`config.mk`:
```
export PLATFORM = sky130hd
export DESIGN_NAME = rv64c_front
export DESIGN_NICKNAME = d
export VERILOG_FILES = /design/src/hdl/rv64c_pkg.sv /design/src/hdl/rv64c_front.sv
export SDC_FILE = /design/constraint.sdc
export NUM_CORES = 1
export LEC_CHECK = 0
export CORE_MARGIN = 3
export CORE_UTILIZATION = 60
export CTS_BUF_LIST = sky130_fd_sc_hd__clkbuf_8
export DETAILED_ROUTE_END_ITERATION = 10
export DONT_BUFFER_PORTS = 1
export PLACE_DENSITY = 0.76
export SYNTH_ARGS = -nofsm -noshare
export SYNTH_HDL_FRONTEND = slang
export SYNTH_SLANG_ARGS = --single-unit
```
`constraint.sdc`:
```
create_clock -name clk -period 12.9 [get_ports clk]
set_input_delay 1.935 -clock clk [delete_from_list [all_inputs] [get_ports clk]]
set_output_delay 1.935 -clock clk [all_outputs]
set_load 0.005 [all_outputs]
```
`src/hdl/rv64c_pkg.sv`:
```
// shared constants, codes and beat types of the rv64 subset core
package rv64c_pkg;

  localparam int MEM_BYTES = 4096;
  localparam int AW        = $clog2(MEM_BYTES);
  localparam int UW        = AW + 1;
  localparam int ROWS      = MEM_BYTES / 8;
  localparam int RW        = $clog2(ROWS);
  localparam int XW        = 18;

  localparam logic [1:0] MODE_APPEND = 2'd0;
  localparam logic [1:0] MODE_DWRITE = 2'd1;
  localparam logic [1:0] MODE_STEP   = 2'd2;
  localparam logic [1:0] MODE_RDREG  = 2'd3;

  localparam logic [6:0] OPC_R  = 7'd51;
  localparam logic [6:0] OPC_I  = 7'd19;
  localparam logic [6:0] OPC_LD = 7'd3;
  localparam logic [6:0] OPC_SD = 7'd35;
  localparam logic [6:0] OPC_BR = 7'd99;

  localparam logic [2:0] F3_OR  = 3'd6;
  localparam logic [2:0] F3_AND = 3'd7;

  typedef struct packed {
    logic [1:0]  mode;
    logic [11:0] address;
    logic [63:0] data_value;
    logic [4:0]  reg_index;
  } in_item_t;

  typedef struct packed {
    logic [63:0] pc_now;
    logic        executed;
    logic        reg_written;
    logic [4:0]  dest_reg;
    logic [63:0] write_value;
    logic        running;
    logic [63:0] read_value;
    logic        out_of_range;
  } out_item_t;

  typedef struct packed {
    logic [AW-1:0] rd_addr;
    logic          wr_en;
    logic          wr_long;
    logic [AW-1:0] wr_addr;
    logic [63:0]   wr_data;
  } mem_req_t;

endpackage

```
`src/hdl/rv64c_front.sv`:
```
// front end: two-entry queue of accepted input beats
module rv64c_front (
  input  logic                clk,
  input  logic                rst_n,
  input  logic                in_push,
  output logic                in_full,
  input  rv64c_pkg::in_item_t in_item,
  output logic                q_valid,
  output rv64c_pkg::in_item_t q_item,
  input  logic                q_pop
);

  rv64c_pkg::in_item_t slot_r [2];
  logic       wp_r;
  logic       rp_r;
  logic [1:0] cnt_r;
  logic       do_push;
  logic       do_pop;

  assign in_full = (cnt_r == 2'd2);
  assign q_valid = (cnt_r != 2'd0);
  assign q_item  = slot_r[rp_r];
  assign do_push = in_push && !in_full;
  assign do_pop  = q_pop && q_valid;

  always_ff @(posedge clk) begin
    if (do_push) begin
      slot_r[wp_r] <= in_item;
    end
  end

  always_ff @(posedge clk) begin
    if (!rst_n) begin
      wp_r  <= 1'b0;
      rp_r  <= 1'b0;
      cnt_r <= 2'd0;
    end else begin
      if (do_push) begin
        wp_r <= ~wp_r;
      end
      if (do_pop) begin
        rp_r <= ~rp_r;
      end
      cnt_r <= cnt_r + 2'(do_push) - 2'(do_pop);
    end
  end

endmodule

```
Word-level counts from Yosys, hierarchy flattened
Memory sizes are Yosys's and may differ from the RTL's. A register that Yosys moved wholly into a read port is not among the register bits.
Index checks and enable logic that the tools add are counted.
W data, S select, Z words.
- mux-type cells: 4
- reduce and logical (&&, ||, !) cells: 4
- bitwise logic cells: 2
- $add $sub $neg: 2
- equal/unequal tests: 1
- operator list (cell ; count):
    $mux W1 ; 4
    $add A2 B1 Y2 ; 1
    $eq A2 B2 Y1 const B ; 1
    $logic_and A1 B1 Y1 ; 2
    $not A1 Y1 ; 2
    $reduce_bool A2 Y1 ; 1
    $sub A2 B1 Y2 ; 1
    $logic_not A1 Y1 ; 1
- RAM bits: 166
- memories kept: 1
- word-level logic and storage cells: 17
- bits in registers: 4
- input bits: 87
- output and inout port bits: 85
- memories (name ; words ; bits a word ; read ports ; clocked after Yosys merged registers in ; wr ports ; RTL line ; text):
    slot_r ; 2 ; 83 ; 1 ; 1 ; 1 ; rv64c_front.sv:13 ; rv64c_pkg::in_item_t slot_r [2];

Depth between registers and ports, before layout
Gate-level depths: netlist of the first run.
- word-level depth: 5
- depth in mapped cells: 8
- depth with buffers taken out: 8

Worst setup path before layout of the first run
No wires, ideal clock.
- path type: input port to flip-flop
- start point: input port in_push
- end point: memory slot_r[0][0] (netlist name) (enable)
- required time: 12.375 ns
- slack: 6.886 ns
- arrival: 5.489 ns
- buffers on the path: 0
- library setup time: 0.525 ns
- cell stages on the path: 2
- cells stage by stage: nand2_1 > nor2_1
- word-level cells in the longest chain between the ends: 3
- ends and longest elaborated chain (item ; RTL line ; text):
    start: declaration ; rv64c_front.sv:5 ; input logic in_push,
    $logic_and A1 B1 Y1 ; rv64c_front.sv:23 ; assign do_push = in_push && !in_full;
    $mux W1 ; rv64c_front.sv:27 ; if (do_push) begin
    $mux W1 (not written as such) ; rv64c_front.sv:28 ; slot_r[wp_r] <= in_item;
    end: declaration ; rv64c_front.sv:13 ;
Every way passes these cells.

==> flow_summary.ini, run 1 <==
[yosys]
yosysWarnings = 0
syn-cell-area_um2 = 6573
synth_cell_types = 19
synth.avg_cell_area_um2 = 23.14
synth-seq-cells = 171
syn-instance-count = 284
syn-num-nets = 373
seq_area_frac_synth = 0.7737

[worst_setup_path]
crit_family = buffers and inverters
critPathCaptureType = output pin
cpMaxStageDelayCell = buf_4
critical_path_required_ps = 10970
critical_path_class = reg2out
path_max_fanout = 50
crit_path_cell_trace = buf_4 -> mux2_2
critPathMaxStageDelay_ps = 780
crit_arrival_ps = 2460
crit_buf_inv = 1
start_kind = register

[pwr]
p_per_area_nw_per_um2 = 193.6
peakVddDrop_v = 0.0001296
power_mw = 1.357
p_leak_nw = 2.427

[cells_and_area]
seq_area_um2 = 5089
multi_input_area_um2 = 1333
final_cell_mix = 166 x edfxtp_1, 70 x mux2_4, 17 x clkbuf_8, 13 x mux2_2, 5 x inv_1
fin_nets = 385
num_antenna_cells = 0
final_layout_size_suffix_gt1_frac = 0.3766
syn_to_final_growth_pct = 6.644
final_common_cell = edfxtp_1
instances_no_fill = 444
fill_cells = 670

[sta]
min_period_ps = 4392
fin_skew_ps = 6.948
setup_viol = 0
tns_ps = 0
hold_viol_final = 0
period_share = 0.3405
final-max-slew-violation-count = 0
rsz0062_at_grt = false
relSlewSlack = 0.2383
tightest_slew_ps = 1140
max_freq_ghz = 0.2277

[routing]
ant_nets = 0
viasPerCell = 5.619
drt_wl_total_mm = 9.776
drt_iter0_drc = 134
drc_errors = 0
routedWlPerCell_um = 22.02
drt_first_pass_iters = 4
vias = 2495

[cts]
cts_made_buffers = 17
clock_latency_ps = 420
cts_buffer_depth = 2
hold_buffers = 0
clk_pin_slew_ps = 80
cts.sinks = 171
cts.repair.resized = 0
cts_setup_buffers = 0
cts_tree = built
htree_num_levels = 4
clock-root-buffer = clkbuf_8

[place]
gp_congestion = 0.7056
dp_hpwl_mm = 6.364
dp_cells = 413
io_buffers = 0

[grt]
grt_pass1_vias = 2688
antenna_found_initial = 0
grt_overflow_total = 0
grt_max_degree = 84
grt_pass1_wl_mm = 14.88
grt_use_total = 0.1633

[floorplan]
die_w_um = 110.7
coreArea_um2 = 10510
chipHeight_um = 110.7
io_pins = 172
start_util = 0.6254
rows = 37
die_area_um2 = 12250

[outcome]
outcome = complete, no violations

[hold_path]
hold_class = reg2reg

[flow_run]
max_cap_violations = 0
## cell families (layout without fill, tap and decap cells)
family / after synthesis / after routing / share of synthesized area
AOI/OAI and AO/OA: 1 / 1 / 0.001143
buffers and inverters: 12 / 36 / 0.02551
xor gates and xnor gates: 3 / 3 / 0.003998
and+or+nand+nor: 11 / 11 / 0.008187
muxes: 84 / 84 / 0.1837
adders and majority gates: 2 / 2 / 0.003807
DFF: 171 / 171 / 0.7737
## per-layer routing
| metal | part of all wire | up-vias | GRT usage |
|---|---|---|---|
| met5 | 0 | - | 0 |
| met4 | 0.020 | 0 | 0.07143 |
| met3 | 0.11 | 13 | 0.08679 |
| met2 | 0.51 | 123 | 0.2678 |
| met1 | 0.36 | 1228 | 0.1761 |
| li1 | - | 1131 | - |
## worst paths after layout
path | startpoint | cells after the start | to | slack (ps)
min | rp_r | 2 | rp_r | 520
max reg2reg | cnt_r[0] | 4 | slot_r[0][41] | 10270
max | register | 2 | q_item[0] | 8510
min reg2reg | rp_r | 2 | rp_r | 520
## worst register-to-register path, delay by kind of cell (launching register included)
family | cells | cell delay, ps
buffers and inverters | 1 | 640
and+or+nand+nor | 3 | 1200
DFF | 1 | 370
## sequential cells by signal (all words and copies together), names as in the netlist, named ones only
name and count:
slot_r 166, cnt_r 2, rp_r 1, wp_r 1
## area by class of cell
class	instances	area share
sequential	171	0.7260
multi-input combinational	101	0.1901
clock buffer	17	0.03338
tap	136	0.02428
clock inverter	14	0.02249
timing repair buffer	2	0.002142
inverter	3	0.001607
## synth_stat cells (all sizes together)
cell    number  share of area
xnor2        2         0.0027
nor2         4         0.0023
or2          1        0.00095
and2         1        0.00095
mux2        83           0.18
xor2         1         0.0013
mux2i        1         0.0015
ha           2         0.0038
edfxtp     166           0.76
inv          3         0.0017
dfxtp        5          0.015
buf          9          0.024
and3         1        0.00095
nand2b       2         0.0019
nand2        2         0.0011
o21a         1         0.0011
## stage by stage
step / hold slack, ps / worst slack, ps / utilization / instance area [um2]
after global placement: 502.5 / 8858 / 0.6297 / 6618
after CTS: 528.6 / 8438 / 0.6670 / 7009
after detailed placement: 507.1 / 8840 / 0.6297 / 6618
final: 520.7 / 8508 / 0.6670 / 7009
after global routing: 575.0 / 8341 / 0.6670 / 7009
after floorplan: 454.9 / 6886 / - / 6573
## power breakdown
part / leakage, nW / internal, mW / total (mW) / switching (mW)
combinational: 0.643 / 0.138 / 0.260 / 0.123
sequential: 1.59 / 0.699 / 0.737 / 0.0376
clock: 0.191 / 0.188 / 0.360 / 0.173
total: 2.43 / 1.02 / 1.36 / 0.333
(Power assumes the default switching activity.)
==> inputs of run 2 (changes only) <==
Settings changed: CORE_UTILIZATION 60 to 59, PLACE_DENSITY 0.76 to 0.78.
Clock period 12.9 ns to 3.95 ns, I/O delays scaled along.
==> run 2 against run 1 <==
Compared with the run above:
- sequential power rose to 3.3 times the previous value
- worst hold slack worse by 270 ps
- power rose to 3.4 times the previous value
- global-route usage down 0.40 points
- non-clock buffer count unchanged
- critical path depth unchanged
- clock-buffer cell count up 3
- largest cell class unchanged
- first-iteration DRC count down 14%
==> flow_summary.ini, run 2 (synthesis results as in run 1) <==
[sta]
hold_ws_ps = 246.4
relSlewSlack = 0.2607
tns_ps = 0
min_period_ps = 2593
rsz0062_at_grt = false
tightest_slew_ps = 1109
hold_viol_final = 0
fin_skew_ps = 10.23
setup_viol = 0
max_freq_ghz = 0.3857
final-max-slew-violation-count = 0
period_share = 0.6564

[place]
dpl-instance-area_um2 = 6643
gp_congestion = 0.7655
io_buffers = 0

[cells_and_area]
final_common_cell = edfxtp_1
final_layout_size_suffix_gt1_frac = 0.3819
reg_top3 = slot_r x166, cnt_r x2
fin_area_um2 = 7092
syn_to_final_growth_pct = 7.900
multi_input_area_um2 = 1333
fill_cells = 687
seq_area_um2 = 5089
final_cell_mix = 166 x edfxtp_1, 70 x mux2_4, 20 x clkbuf_8, 13 x mux2_2, 6 x inv_1
top_register = slot_r
num_antenna_cells = 0
fin_nets = 385
largest_reg_flops = 166

[routing]
highest_layer = met4
routedWlPerCell_um = 21.62
drt_wl_total_mm = 9.622
routed-wl-met3_mm = 1.395
drt_first_pass_iters = 4
viasPerCell = 5.580
vias = 2483
drt_iter0_drc = 115
met2_wirelength_mm = 4.672
drc_errors = 0
drt-met1-wl_mm = 3.374
ant_nets = 0

[cts]
cts_made_buffers = 17
cts.sinks = 171
htree_num_levels = 4
clk_pin_slew_ps = 80
cts.repair.resized = 0
hold_buffers = 0
clock_latency_ps = 430
clock-root-buffer = clkbuf_8
cts_tree = built
cts_setup_buffers = 0
cts_buffer_depth = 2

[outcome]
outcome = complete, no violations

[grt]
grt_max_degree = 84
grt_use_total = 0.1593
grt_overflow_total = 0
antenna_found_initial = 0
grt_pass1_vias = 2687
grt_pass1_wl_mm = 14.78

[worst_setup_path]
critical_path_required_ps = 3360
r2r_cells = 4
critPathMaxStageDelay_ps = 800
critical_path_class = reg2out
path_max_fanout = 44
crit_path_cell_trace = buf_12 -> mux2_4
crit_arrival_ps = 2000
cpMaxStageDelayCell = dfxtp_4
critPathCaptureType = output pin
ff2ff_setup_slack_ps = 1850
start_kind = register
worstReg2RegStart = cnt_r[0]
r2r_end = slot_r[0][2]

[floorplan]
coreArea_um2 = 10560
die_w_um = 111.5
io_pins = 172
die_area_um2 = 12440
chipHeight_um = 111.5
rows = 37
start_util = 0.6227

[pwr]
peakVddDrop_v = 0.0003483
p_leak_nw = 2.476
p_per_area_nw_per_um2 = 644.2
power_mw = 4.569

[hold_path]
hold_class = in2reg
whs_path_depth = 0
hp-start = in_item[32]
holdPathEnd = slot_r[0][32]

[flow_run]
max_cap_violations = 0
## run 2: cell count changes in the layout (fill, tap and decap cells not counted), sizes merged
cell      delta
clkbuf       +3
clkinvlp     -3
bufinv       +1
clkinv       -1
inv          +1
## run 2: area by class of cell
| class | instances | area share |
|---|---|---|
| timing repair buffer | 2 | 0.005646 |
| clock inverter | 12 | 0.02452 |
| sequential | 171 | 0.7175 |
| tap | 136 | 0.02399 |
| inverter | 3 | 0.001588 |
| clock buffer | 20 | 0.03881 |
| multi-input combinational | 101 | 0.1879 |
## run 2: critical path: cells and delay by family (launching register included)
family	cells	cell delay, ps
flip-flops	1	800
buffers and inverters	1	370
multiplexers	1	350
## run 2: worst max-delay path by stage
stage | from | endpoint | slack [ps] | cells after the start
2_1_floorplan | in_push | slot_r[0][0] | 670 | 2
3_3_place_gp | register | q_item[63] | 1780 | 2
3_5_place_dp | register | q_item[62] | 1770 | 2
4_1_cts | register | q_item[63] | 1290 | 2
5_1_grt | register | q_item[63] | 1230 | 2
6_report | register | q_item[47] | 1360 | 2
## run 2: power by group
part           internal, mW  switching [mW]  total [mW]  leakage [nW]
registers              2.28           0.129        2.41          1.59
clock network         0.737           0.570        1.31         0.233
logic                 0.462           0.390       0.851         0.650
total                  3.48            1.09        4.57          2.48
## run 2: per-stage QoR
step / cells / util / setup slack (ps)
after floorplan: 284 / - / 672.3
after global placement: 413 / 0.6293 / 1783
after detailed placement: 413 / 0.6293 / 1771
after CTS: 445 / 0.6719 / 1289
after global routing: 445 / 0.6719 / 1228
final: 445 / 0.6719 / 1357
## run 2: routing by layer
| layer | global-route usage | vias up |
|---|---|---|
| met4 | 0.06894 | 0 |
| met2 | 0.2481 | 133 |
| met1 | 0.1713 | 1201 |
| met5 | 0 | - |
| met3 | 0.1049 | 18 |
| li1 | - | 1131 |
